===== src/hw/rtl/oph_pkg.sv =====
`default_nettype none
package oph_pkg;

    localparam int MAX_LEVELS = 64;
    localparam int LEV_W      = $clog2(MAX_LEVELS);

    // luma weights, 16 fractional bits
    localparam logic [23:0] LUMA_R = 24'd19595;
    localparam logic [23:0] LUMA_G = 24'd38470;
    localparam logic [23:0] LUMA_B = 24'd7471;

    localparam logic [1:0] CFG_RADIUS = 2'd0;
    localparam logic [1:0] CFG_LEVELS = 2'd1;
    localparam logic [1:0] CFG_WIDTH  = 2'd2;
    localparam logic [1:0] CFG_HEIGHT = 2'd3;

    localparam logic MODE_LOAD    = 1'b0;
    localparam logic MODE_COMPUTE = 1'b1;

    typedef struct packed {
        logic       mode;
        logic [7:0] col;
        logic [7:0] row;
        logic [7:0] red_in;
        logic [7:0] green_in;
        logic [7:0] blue_in;
        logic [7:0] alpha_in;
    } t_in;

    typedef struct packed {
        logic [7:0] red_out;
        logic [7:0] green_out;
        logic [7:0] blue_out;
        logic [7:0] alpha_out;
    } t_out;

    typedef enum logic [3:0] {
        ST_IDLE,
        ST_SRD,
        ST_LUMA,
        ST_BKT,
        ST_HRD,
        ST_HWR,
        ST_SINIT,
        ST_SCAN,
        ST_FIN,
        ST_DINIT,
        ST_DIV,
        ST_EMIT
    } t_state;

    typedef struct packed {
        logic load;
        logic setup;
        logic smp_rd;
        logic luma;
        logic bkt;
        logic h_rd;
        logic h_wr;
        logic scan_init;
        logic scan_step;
        logic fin_rd;
        logic div_init;
        logic div_step;
        logic emit;
    } t_dp_cmd;

    typedef struct packed {
        logic last_smp;
        logic scan_done;
        logic div_last;
        logic ch_last;
    } t_dp_sts;

endpackage
`default_nettype wire


===== src/hw/rtl/oph_ctrl.sv =====
`default_nettype none
module oph_ctrl import oph_pkg::*; (
    input  wire logic    i_clk,
    input  wire logic    i_rst_n,
    input  wire logic    i_start,
    input  wire logic    i_mode,
    input  wire t_dp_sts i_sts,
    output t_dp_cmd      o_cmd,
    output logic         o_busy
);

    t_state r_state;
    t_state n_state;

    always_ff @(posedge i_clk) begin
        if (!i_rst_n) begin
            r_state <= ST_IDLE;
        end else begin
            r_state <= n_state;
        end
    end

    always_comb begin
        n_state = r_state;
        o_cmd   = '0;
        o_busy  = (r_state != ST_IDLE);
        case (r_state)
            ST_IDLE: begin
                if (i_start) begin
                    if (i_mode == MODE_COMPUTE) begin
                        o_cmd.setup = 1'b1;
                        n_state     = ST_SRD;
                    end else begin
                        o_cmd.load = 1'b1;
                    end
                end
            end
            ST_SRD: begin
                o_cmd.smp_rd = 1'b1;
                n_state      = ST_LUMA;
            end
            ST_LUMA: begin
                o_cmd.luma = 1'b1;
                n_state    = ST_BKT;
            end
            ST_BKT: begin
                o_cmd.bkt = 1'b1;
                n_state   = ST_HRD;
            end
            ST_HRD: begin
                o_cmd.h_rd = 1'b1;
                n_state    = ST_HWR;
            end
            ST_HWR: begin
                o_cmd.h_wr = 1'b1;
                n_state    = i_sts.last_smp ? ST_SINIT : ST_SRD;
            end
            ST_SINIT: begin
                o_cmd.scan_init = 1'b1;
                n_state         = ST_SCAN;
            end
            ST_SCAN: begin
                o_cmd.scan_step = 1'b1;
                if (i_sts.scan_done) begin
                    n_state = ST_FIN;
                end
            end
            ST_FIN: begin
                o_cmd.fin_rd = 1'b1;
                n_state      = ST_DINIT;
            end
            ST_DINIT: begin
                o_cmd.div_init = 1'b1;
                n_state        = ST_DIV;
            end
            ST_DIV: begin
                o_cmd.div_step = 1'b1;
                if (i_sts.div_last) begin
                    n_state = i_sts.ch_last ? ST_EMIT : ST_DINIT;
                end
            end
            ST_EMIT: begin
                o_cmd.emit = 1'b1;
                n_state    = ST_IDLE;
            end
            default: begin
                n_state = ST_IDLE;
            end
        endcase
    end

    a_emit_idle: assert property (@(posedge i_clk) disable iff (!i_rst_n)
        r_state == ST_EMIT |=> r_state == ST_IDLE)
        else $error("emit not followed by idle");

    a_div_emit: assert property (@(posedge i_clk) disable iff (!i_rst_n)
        (r_state == ST_DIV && i_sts.div_last && i_sts.ch_last) |=> r_state == ST_EMIT)
        else $error("last division did not lead to emit");

    a_smp_loop: assert property (@(posedge i_clk) disable iff (!i_rst_n)
        (r_state == ST_HWR && !i_sts.last_smp) |=> r_state == ST_SRD)
        else $error("window walk left early");

    a_load_idle: assert property (@(posedge i_clk) disable iff (!i_rst_n)
        (r_state == ST_IDLE && i_start && i_mode == MODE_LOAD) |=> r_state == ST_IDLE)
        else $error("load beat made the block busy");

endmodule
`default_nettype wire


===== config.mk =====
export PLATFORM = sky130hd
export DESIGN_NAME = oph_ctrl
export DESIGN_NICKNAME = d
export VERILOG_FILES = /design/src/hw/rtl/oph_pkg.sv /design/src/hw/rtl/oph_ctrl.sv
export SDC_FILE = /design/constraint.sdc
export NUM_CORES = 1
export LEC_CHECK = 0
export BUFFER_PORTS_ARGS = -buffer_cell sky130_fd_sc_hd__buf_2
export CAP_MARGIN = 10
export CORE_AREA = 2 2 39 41
export CTS_BUF_LIST = sky130_fd_sc_hd__clkbuf_4 sky130_fd_sc_hd__clkbuf_8
export DETAILED_ROUTE_END_ITERATION = 12
export DIE_AREA = 0 0 41 43
export PLACE_DENSITY = 0.63
export SYNTH_ARGS = -nofsm -noshare
export SYNTH_HDL_FRONTEND = slang
export SYNTH_SLANG_ARGS = --single-unit
export TNS_END_PERCENT = 1

===== constraint.sdc =====
create_clock -name i_clk -period 1.25 [get_ports i_clk]
set_input_delay 0.25 -clock i_clk [delete_from_list [all_inputs] [get_ports i_clk]]
set_output_delay 0.25 -clock i_clk [all_outputs]
set_load 0.05 [all_outputs]

# Word-level counts from Yosys, hierarchy flattened
# Cells that the tools add are included.
dict set report op_classes {
  eq_ne 15
  n_mux 22
  n_reduce_logical 3
}
# cell count
set op_table {}
lappend op_table {{$pmux 4 s11} 1}
lappend op_table {{$eq 4x3->1 const B} 4}
lappend op_table {{$eq 4x4->1 const B} 4}
lappend op_table {{$mux 4} 4}
lappend op_table {{$mux 1} 13}
lappend op_table {{$eq 4x2->1 const B} 2}
lappend op_table {{$ne 2x2->1 const B} 4}
lappend op_table {{$mux 2} 3}
lappend op_table {{$eq 4x1->1 const B} 1}
lappend op_table {{$logic_not 4->1} 1}
lappend op_table {{$reduce_and 4->1} 1}
lappend op_table {{$reduce_bool 4->1} 1}
lappend op_table {{$mux 3} 1}
dict set report totals {
  register_bits 4
  in_bits 8
  output_inout_bits 14
  elab_cells 41
}

# Logic depth before layout (Yosys ltp)
# Gate-level depths: netlist of run 1.
dict set report logic_depth {
  ltp_word 3
  depth_mapped 5
  mapped_depth_nobuf 3
}

# Worst setup path before layout of run 1
# OpenSTA, ideal clock, no wires.
dict set report synth_path {
  path_kind {reg2out}
  start {register r_state[0]}
  end {output port o_cmd[6] (netlist name)}
  arrival_time_ns 1.736
  required_time_ns 1.000
  path_slack_ns -0.736
  stages_incl_launch_ff 4
  cell_sequence {dfxtp_1 buf_2 nand2_1 nor3_1}
}
# element line_no
set synth_rtl {}
lappend synth_rtl {{start: declaration} oph_ctrl.sv:12} ;# t_state r_state;
lappend synth_rtl {{start signal: assignment} oph_ctrl.sv:19} ;# r_state <= n_state;
lappend synth_rtl {{end: declaration} oph_ctrl.sv:8} ;# output t_dp_cmd o_cmd,

==> out/metrics.cfg, run 1 <==
[setup_path]
rr_endpoint=r_state[1]
slowest_stage=or4_4
critPathTopFamily=simple AND/OR/NAND/NOR gates
r2r_cells=4
crit_path_max_fanout=3
regToRegSetupSlack_ns=0.07
worstSetupEndpointType=output port
critPathMaxStageDelay_ns=0.57
start_kind=register
path_class=register to output port
crit_required_ns=1.00
path_buf_inv=1
rr_startpoint=r_state[1]
cp_cell_sequence=or4_4, nor3b_4, buf_6
crit_arrival_ns=1.46

[floorplan]
initial_core_util_pct=27.8
core_area_mm2=0.00138
dieWidth_um=41
die-area_mm2=0.00176
rows=14
ioPinCount=22
die_h_um=43

[timing]
min_period_over_period_pct=137
rsz0062_at_grt=yes
worst_slew_margin_rel_pct=73.4
max_freq_mhz=584
finClkSkew_ns=0.00204
setup_viol_count_final=14
slew_viol_final=0
finalHoldViolations=0
worstMarginPinSlew_ns=0.389
finalWorstSetupSlack_ns=-0.464
period_needed_ns=1.71
setup_tns_ns=-3.42
whs_ns=0.310

[worst_hold_path]
whs_endpoint=r_state[3]
hold_class=primary input to register
min_from=i_rst_n
min_path_cells=2

[synth]
synthArstFlopShare_pct=0
synth_area_leader_cell=dfxtp_1
ys_seq_area_share_pct=20.8
synth.distinct_cells=22
yosys-top-cells-area=dfxtp_1 (21%), nand2b_1 (11%), nor3_1 (7.8%)
synth_edf_count=0
syn_nets=64
yosys_warnings=0
synth_seq_cells=4
syn_inst=56
syn_area_um2=384
synthFlopType=dfxtp_1
yosysMostFrequentCell=nor2_1
avgSynthCellArea_um2=6.86
synthTopCellsByCount=nor2_1 (8), nand2b_1 (7), nand2_1 (6), nor3_1 (6)
yosysTopAreaCellShare_pct=20.8

[cts]
clk_pin_slew_ns=0.04
post_cts_buffers=0
cts_sinks=4
numCtsBuffers=3
clockBufferDepth=2
h-tree-depth=1
cts_tree=yes
cts-root-buf=clkbuf_4
clkLatencyLatePin_ns=0.23

[cells_and_area]
largest_reg_flops=4
n_fill_cell=138
top_register=r_state
synthToLayoutAreaGrowth_pct=77.5
final_nets=91
antennaDiodeCount=0
drive_gt1_share_pct=53.1
reg_top3=r_state (4)

[routing]
drcViolationCount=0
drt-pass1-iter-count=4
routed-via-count=490
wl_per_cell_um=11.9
drtIter0Drc=4
ant_nets=0
finalWirelength_um=1160
viasPerCell=5.05

[place]
dp.final_hpwl_um=737
gp_congestion=0.786
io_buffers=21

[global_route]
grt_use_met2_pct=20.9
grt-busiest-layer=met2
grt_usage_pct=14.1
met3_usage_pct=0
grt_overflow=0
grtUsageMet1_pct=19.6
grt_max_degree=18
grt_antenna_before_repair=0
grt_pass1_vias=408
grt_pass1_wl_um=1730

[pwr]
p_leak_nw=0.294
power.total_w=0.00102
p_per_area_mw_per_mm2=1490
vdd_drop_max_mv=0.437

[run_status]
status=complete, but fails checks
violations=negative setup slack

[job]
drv_cap=0

-- logic make-up after synthesis --
logic type / after synthesis / share of synthesized area [%]
compound gates: 10 / 19.2
buf+inv: 7 / 10.1
flops: 4 / 20.8
mux: 1 / 2.61
simple gates: 34 / 47.2
-- worst register-to-register path, delay by kind of cell, from the launching register on --
kind                   cells  cell delay [ns]
AO/OA/AOI/OAI              1             0.04
buffers and inverters      1             0.21
flip-flops                 1             0.32
AND/OR/NAND/NOR            2             0.49
-- stage by stage --
step	utilization, %	instance area, µm²	setup WS [ns]	instances
global placement	40.6	562	-0.293	94
global route	49.3	682	-0.504	97
finish	49.3	682	-0.464	97
detailed placement	40.6	562	-0.301	94
floorplan	-	423	-0.539	56
CTS	48.4	669	-0.472	97
-- cells in the final DEF (no fill, tap or decap) --
cell	count
a2111oi_0	1
a2111oi_1	1
a211oi_1	3
a21oi_1	2
buf_2	8
buf_4	7
buf_6	12
clkbuf_4	3
dfxtp_1	3
dfxtp_2	1
inv_1	2
mux2i_1	1
nand2_1	6
nand2b_1	5
nand2b_4	2
nand3_1	1
nand3b_1	1
nand4_1	1
nor2_1	6
nor2_2	2
nor2b_1	1
nor3_2	6
nor3b_4	1
o2111ai_1	1
o211ai_1	1
o21a_1	1
or3_1	1
or4_4	1
-- report_power, final --
| part | internal (W) | leakage, nW | switching (W) |
|---|---|---|---|
| clock | 0.000107 | 0.0138 | 0.0000451 |
| combinational | 0.000256 | 0.247 | 0.000446 |
| sequential | 0.000152 | 0.0332 | 0.0000128 |
| total | 0.000515 | 0.294 | 0.000504 |
-- final cells by class --
type | count | area, µm² | share of cell area [%]
multi-input combinational | 45 | 323 | 47.3
clock buffer | 3 | 22.5 | 3.30
inverter | 2 | 7.51 | 1.10
timing repair buffer | 27 | 228 | 33.4
tap | 16 | 20.0 | 2.94
sequential | 4 | 81.3 | 11.9
-- repair_timing --
action                                  CTS  global route
hold buffers                              0             0
resized for setup                        26             5
endpoints found under the setup margin   14            15
-- worst max path at each step --
stage | from | endpoint | cells after the start
floorplan | r_state[2] | o_cmd[12] | 3
global placement | r_state[1] | o_cmd[12] | 3
detailed placement | r_state[1] | o_cmd[12] | 3
CTS | r_state[1] | o_cmd[12] | 3
global route | r_state[3] | o_cmd[12] | 3
finish | r_state[1] | o_cmd[12] | 3
-- metal layers --
layer  routed length (µm)  up-vias
met5                    0        -
met4                    0        0
met3                   31        0
met2                  646        8
met1                  478      230
li1                     -      252
Note: power is estimated with default switching activity, not from simulation.
==> run 2: changes to the inputs <==
--- a/config.mk
+++ b/config.mk
@@ -11,7 +11,7 @@
 export CTS_BUF_LIST = sky130_fd_sc_hd__clkbuf_4 sky130_fd_sc_hd__clkbuf_8
 export DETAILED_ROUTE_END_ITERATION = 12
 export DIE_AREA = 0 0 41 43
-export PLACE_DENSITY = 0.63
+export PLACE_DENSITY = 0.56
 export SYNTH_ARGS = -nofsm -noshare
 export SYNTH_HDL_FRONTEND = slang
 export SYNTH_SLANG_ARGS = --single-unit
==> out/metrics.cfg, run 2 (synthesis results as in run 1) <==
[cells_and_area]
final-seq-area_um2=82.6
reg_top3=r_state (4)
top_register=r_state
layout_common_cells=buf_6 (14), buf_2 (8), nand2_1 (6), nor3_2 (6), nor2_1 (6)
antennaDiodeCount=0
synthToLayoutAreaGrowth_pct=81.4
drive_gt1_share_pct=55.6
n_fill_cell=139
final_common_cell=buf_6
largest_reg_flops=4
multiInputGateArea_um2=329
final_nets=91

[timing]
worstMarginPinSlew_ns=0.401
min_period_over_period_pct=137
finalHoldViolations=0
worst_slew_margin_rel_pct=72.6
max_freq_mhz=583
setup_viol_count_final=14
finClkSkew_ns=0.00374
rsz0062_at_grt=yes
finalWorstSetupSlack_ns=-0.466
slew_viol_final=0
whs_ns=0.313
period_needed_ns=1.72

[place]
dp.final_hpwl_um=748
io_buffers=21
gp_congestion=0.773

[worst_hold_path]
whs_endpoint=r_state[3]
min_path_cells=2
min_from=i_rst_n
hold_class=primary input to register

[floorplan]
core_area_mm2=0.00138
die-area_mm2=0.00176
rows=14
initial_core_util_pct=27.8
die_h_um=43
dieWidth_um=41
ioPinCount=22

[run_status]
status=complete, but fails checks
violations=negative setup slack

[pwr]
p_int_w=0.000522
p_leak_nw=0.299
p_sw_w=0.000503
pwr-share-comb_pct=68.4
power_frac_clock_pct=15.5
p_per_area_mw_per_mm2=1470
seq_power_share_pct=16.1
vdd_drop_max_mv=0.495
power.total_w=0.00102
swShare_pct=49.1

[setup_path]
start_kind=register
worstSetupEndpointType=output port
r2r_cells=4
crit_arrival_ns=1.47
crit_path_max_fanout=3
rr_startpoint=r_state[1]
rr_endpoint=r_state[1]
path_class=register to output port
crit_required_ns=1.00
regToRegSetupSlack_ns=0.07

[routing]
drcViolationCount=0
wl_per_cell_um=11.6
ant_nets=0
viasPerCell=5.02
drtIter0Drc=7
routed-via-count=487
drt-pass1-iter-count=4
finalWirelength_um=1130

[job]
drv_cap=0

[cts]
post_cts_buffers=0
clockBufferDepth=2
cts-root-buf=clkbuf_4
clkLatencyLatePin_ns=0.23
hold_buffers=0
cts_tree=yes
h-tree-depth=1
numCtsBuffers=3
clk_pin_slew_ns=0.04
cts_sinks=4

[global_route]
grt_max_degree=18
grt_antenna_before_repair=0
grt_overflow=0
grt_usage_pct=15.7
grt_pass1_wl_um=1820
grt_pass1_vias=425

[run 2: repair_timing]
action	4_1_cts	5_1_grt
cloned	0	0
endpoints found under the setup margin	14	14
hold endpoints to repair	0	0
pin swaps	1	0
resized for setup	28	6
[run 2: per-stage QoR]
step                cell area [µm²]  setup WS [ns]  util (%)  instances  TNS, ns
finish                          697         -0.466      50.4         97    -3.18
global route                    697         -0.523      50.4         97    -4.09
CTS                             677         -0.478      48.9         97    -3.34
detailed placement              562         -0.303      40.6         94    -1.18
global placement                562         -0.290      40.6         94    -1.08
floorplan                       423         -0.539         -         56    -4.52
[run 2: worst max-delay path by stage]
stage | slack [ns] | start | end
after global routing | -0.52 | r_state[3] | o_cmd[12]
final | -0.47 | r_state[3] | o_cmd[12]
after detailed placement | -0.30 | r_state[1] | o_cmd[12]
after floorplan | -0.54 | r_state[2] | o_cmd[12]
after global placement | -0.29 | r_state[1] | o_cmd[12]
after CTS | -0.48 | r_state[1] | o_cmd[12]
[run 2: area by class of cell]
cell class                      instances  share of cell area (%)
Tap cell                               16                    2.87
Clock buffer                            3                    3.23
Multi-Input combinational cell         45                    47.2
Sequential cell                         4                    11.8
Timing Repair Buffer                   27                    33.8
Inverter                                2                    1.08
[run 2: critical path, stage by stage, from the launching register on]
cell	delay [ns]
dfxtp_2	0.32
or4_4	0.55
nor3b_4	0.19
buf_6	0.18
[run 2: routing by layer]
metal | vias to the layer above | track usage (%) | wire length [µm]
met5 | - | 0 | 0
met4 | 0 | 8.00 | 4
met3 | 2 | 6.28 | 55
met2 | 10 | 20.3 | 570
met1 | 223 | 21.5 | 498
li1 | 252 | - | -
[run 2: power by group through the flow]
stage               registers (W)  logic [W]  clock network, W
global placement         0.000164   0.000604                 0
global route             0.000167   0.000744          0.000180
detailed placement       0.000165   0.000610                 0
floorplan                0.000176   0.000459                 0
finish                   0.000165   0.000700          0.000159
CTS                      0.000164   0.000694          0.000165
==> run 3: changes to the inputs <==
--- a/config.mk
+++ b/config.mk
@@ -5,13 +5,15 @@
 export SDC_FILE = /design/constraint.sdc
 export NUM_CORES = 1
 export LEC_CHECK = 0
+export ABC_AREA = 1
 export BUFFER_PORTS_ARGS = -buffer_cell sky130_fd_sc_hd__buf_2
 export CAP_MARGIN = 10
 export CORE_AREA = 2 2 39 41
 export CTS_BUF_LIST = sky130_fd_sc_hd__clkbuf_4 sky130_fd_sc_hd__clkbuf_8
+export CTS_CLUSTER_SIZE = 24
 export DETAILED_ROUTE_END_ITERATION = 12
 export DIE_AREA = 0 0 41 43
-export PLACE_DENSITY = 0.56
+export PLACE_DENSITY = 0.55
 export SYNTH_ARGS = -nofsm -noshare
 export SYNTH_HDL_FRONTEND = slang
 export SYNTH_SLANG_ARGS = --single-unit
==> out/metrics.cfg, run 3 <==
[synth]
synth.distinct_cells=16
yosys_warnings=0
yosys-top-cells-area=dfxtp_1 (21%), inv_1 (20%), nand2_1 (14%)
synth_top_family_by_area=simple AND/OR/NAND/NOR gates
synthTopCellsByCount=inv_1 (20), nand2_1 (14), nor2_1 (12)
syn_inst=71
synthAdderAreaFrac_pct=0
synth-compound-area-share_pct=10.2
synth_area_leader_cell=dfxtp_1
ys_seq_area_share_pct=21.0
muxShareOfSynthArea_pct=0
synthXorXnorAreaFrac_pct=0
synth_seq_cells=4
yosysMostFrequentCell=inv_1
syn_area_um2=382
synth_edf_count=0
synthFlopType=dfxtp_1
synthArstFlopShare_pct=0
syn_nets=79
yosysTopAreaCellShare_pct=21.0
avgSynthCellArea_um2=5.37
synth_simple_gate_area_share_pct=48.2

[cts]
cts_sinks=4
clkLatencyLatePin_ns=0.23
cts_tree=yes
cts-root-buf=clkbuf_4
clk_pin_slew_ns=0.04
h-tree-depth=1
clockBufferDepth=2
numCtsBuffers=3

[job]
drv_cap=0

[routing]
drtIter0Drc=2
finalWirelength_um=1030
wl_per_cell_um=8.75
ant_nets=0
viasPerCell=4.12
routed-via-count=486
drcViolationCount=0
drt-pass1-iter-count=2

[cells_and_area]
final-seq-area_um2=95.1
final_nets=112
reg_top3=r_state (4)
top_register=r_state
drive_gt1_share_pct=58.8
synthToLayoutAreaGrowth_pct=99.3
antennaDiodeCount=0
finalInstanceArea_um2=761
n_fill_cell=147
layout_common_cells=inv_1 (18), nand2_1 (12), buf_6 (12)
final_common_cell=inv_1
multiInputGateArea_um2=289
largest_reg_flops=4

[floorplan]
ioPinCount=22
core_area_mm2=0.00138
rows=14
initial_core_util_pct=27.6
die-area_mm2=0.00176
dieWidth_um=41
die_h_um=43

[run_status]
status=complete, but fails checks
violations=negative setup slack

[pwr]
vdd_drop_max_mv=0.338
p_leak_nw=0.418
p_per_area_mw_per_mm2=650

[global_route]
grt_overflow=0
grt_max_degree=7
grt_use_met2_pct=23.4
grt_pass1_wl_um=1770
grt_usage_pct=14.7
grt_pass1_vias=446
grt-busiest-layer=met2
met3_usage_pct=1.57
grtUsageMet1_pct=18.3
grt_antenna_before_repair=0

[timing]
min_period_over_period_pct=115
worstMarginPinSlew_ns=0.248
rsz0062_at_grt=yes
period_needed_ns=1.44
finClkSkew_ns=0.00318
slew_viol_final=0
whs_ns=0.285
setup_viol_count_final=15
max_freq_mhz=693
worst_slew_margin_rel_pct=83.6
finalHoldViolations=0
finalWorstSetupSlack_ns=-0.192

[setup_path]
path_class=register to output port
worstSetupEndpointType=output port
crit_arrival_ns=1.19
start_kind=register
crit_path_max_fanout=6
rr_startpoint=r_state[3]
crit_required_ns=1.00
regToRegSetupSlack_ns=-0.02
rr_endpoint=r_state[1]
r2r_cells=8

[place]
preCtsSetupSlack_ns=-0.0637
dp.final_hpwl_um=898
placed_area_um2=624
gp_congestion=0.835
io_buffers=21

[worst_hold_path]
min_path_cells=4
min_from=i_sts[1]
whs_endpoint=r_state[3]
hold_class=primary input to register

run 3: cell count changes after synthesis, moves of 2 or more:
cell | before | now
a211oi_1 | 3 | 0
nor2_2 | 0 | 4
nor2_1 | 8 | 12
o21ai_0 | 0 | 2
nand3_1 | 1 | 3
nand2_2 | 0 | 2
nor3_1 | 6 | 1
inv_1 | 2 | 20
nand2_1 | 6 | 14
a2111oi_0 | 2 | 0
nand2b_1 | 7 | 0
buf_2 | 4 | 0
run 3: logic make-up (layout without fill, tap and decap cells):
family | count (synthesis) | count (layout)
buf+inv | 21 | 52
flops | 4 | 4
compound gates | 7 | 7
simple gates | 39 | 39
run 3: critical path, cell delays in order (launching register included):
cell,delay (ns)
dfxtp_4,0.35
buf_12,0.12
nor2_4,0.16
nand2_1,0.10
inv_1,0.07
buf_6,0.15
run 3: per-stage QoR:
stage	utilization, %	TNS, ns	std cells	power, W
after CTS	52.5	-2.32	117	0.000504
after global placement	45.1	-0.460	114	0.000327
after floorplan	-	-0.498	71	0.000280
after global routing	55.0	-3.14	118	0.000537
final	55.0	-2.00	118	0.000494
after detailed placement	45.1	-0.411	114	0.000326
run 3: worst max-delay path by stage:
stage / slack (ns) / end / start
floorplan: -0.15 / o_cmd[12] / r_state[0]
global placement: -0.08 / o_cmd[5] / r_state[1]
detailed placement: -0.06 / o_cmd[1] / r_state[1]
CTS: -0.20 / o_cmd[12] / r_state[3]
global route: -0.26 / o_cmd[12] / r_state[2]
finish: -0.19 / o_cmd[6] / r_state[3]
run 3: layout make-up:
| class | count | share of cell area (%) |
|---|---|---|
| Multi-Input combinational cell | 46 | 38.0 |
| Timing Repair Buffer | 28 | 33.6 |
| Sequential cell | 4 | 12.5 |
| Inverter | 21 | 10.4 |
| Clock buffer | 3 | 2.96 |
| Tap cell | 16 | 2.63 |
run 3: per-layer routing:
layer  wire length, µm  vias to the layer above
met5                 0                        -
met4                 0                        0
met3                47                        0
met2               539                       13
met1               446                      204
li1                  -                      269
run 3: what timing repair did:
item | in CTS | in global routing
setup buffers | 0 | 1
gates resized for setup | 29 | 9
hold buffers | 0 | 0
endpoints found under the setup margin | 17 | 17
pin swaps | 4 | 2
run 3: power by group:
part	leakage [nW]	switching (W)	internal (W)
Combinational	0.369	0.000125	0.0000698
Clock	0.0138	0.0000507	0.000107
Sequential	0.0355	0.0000122	0.000130
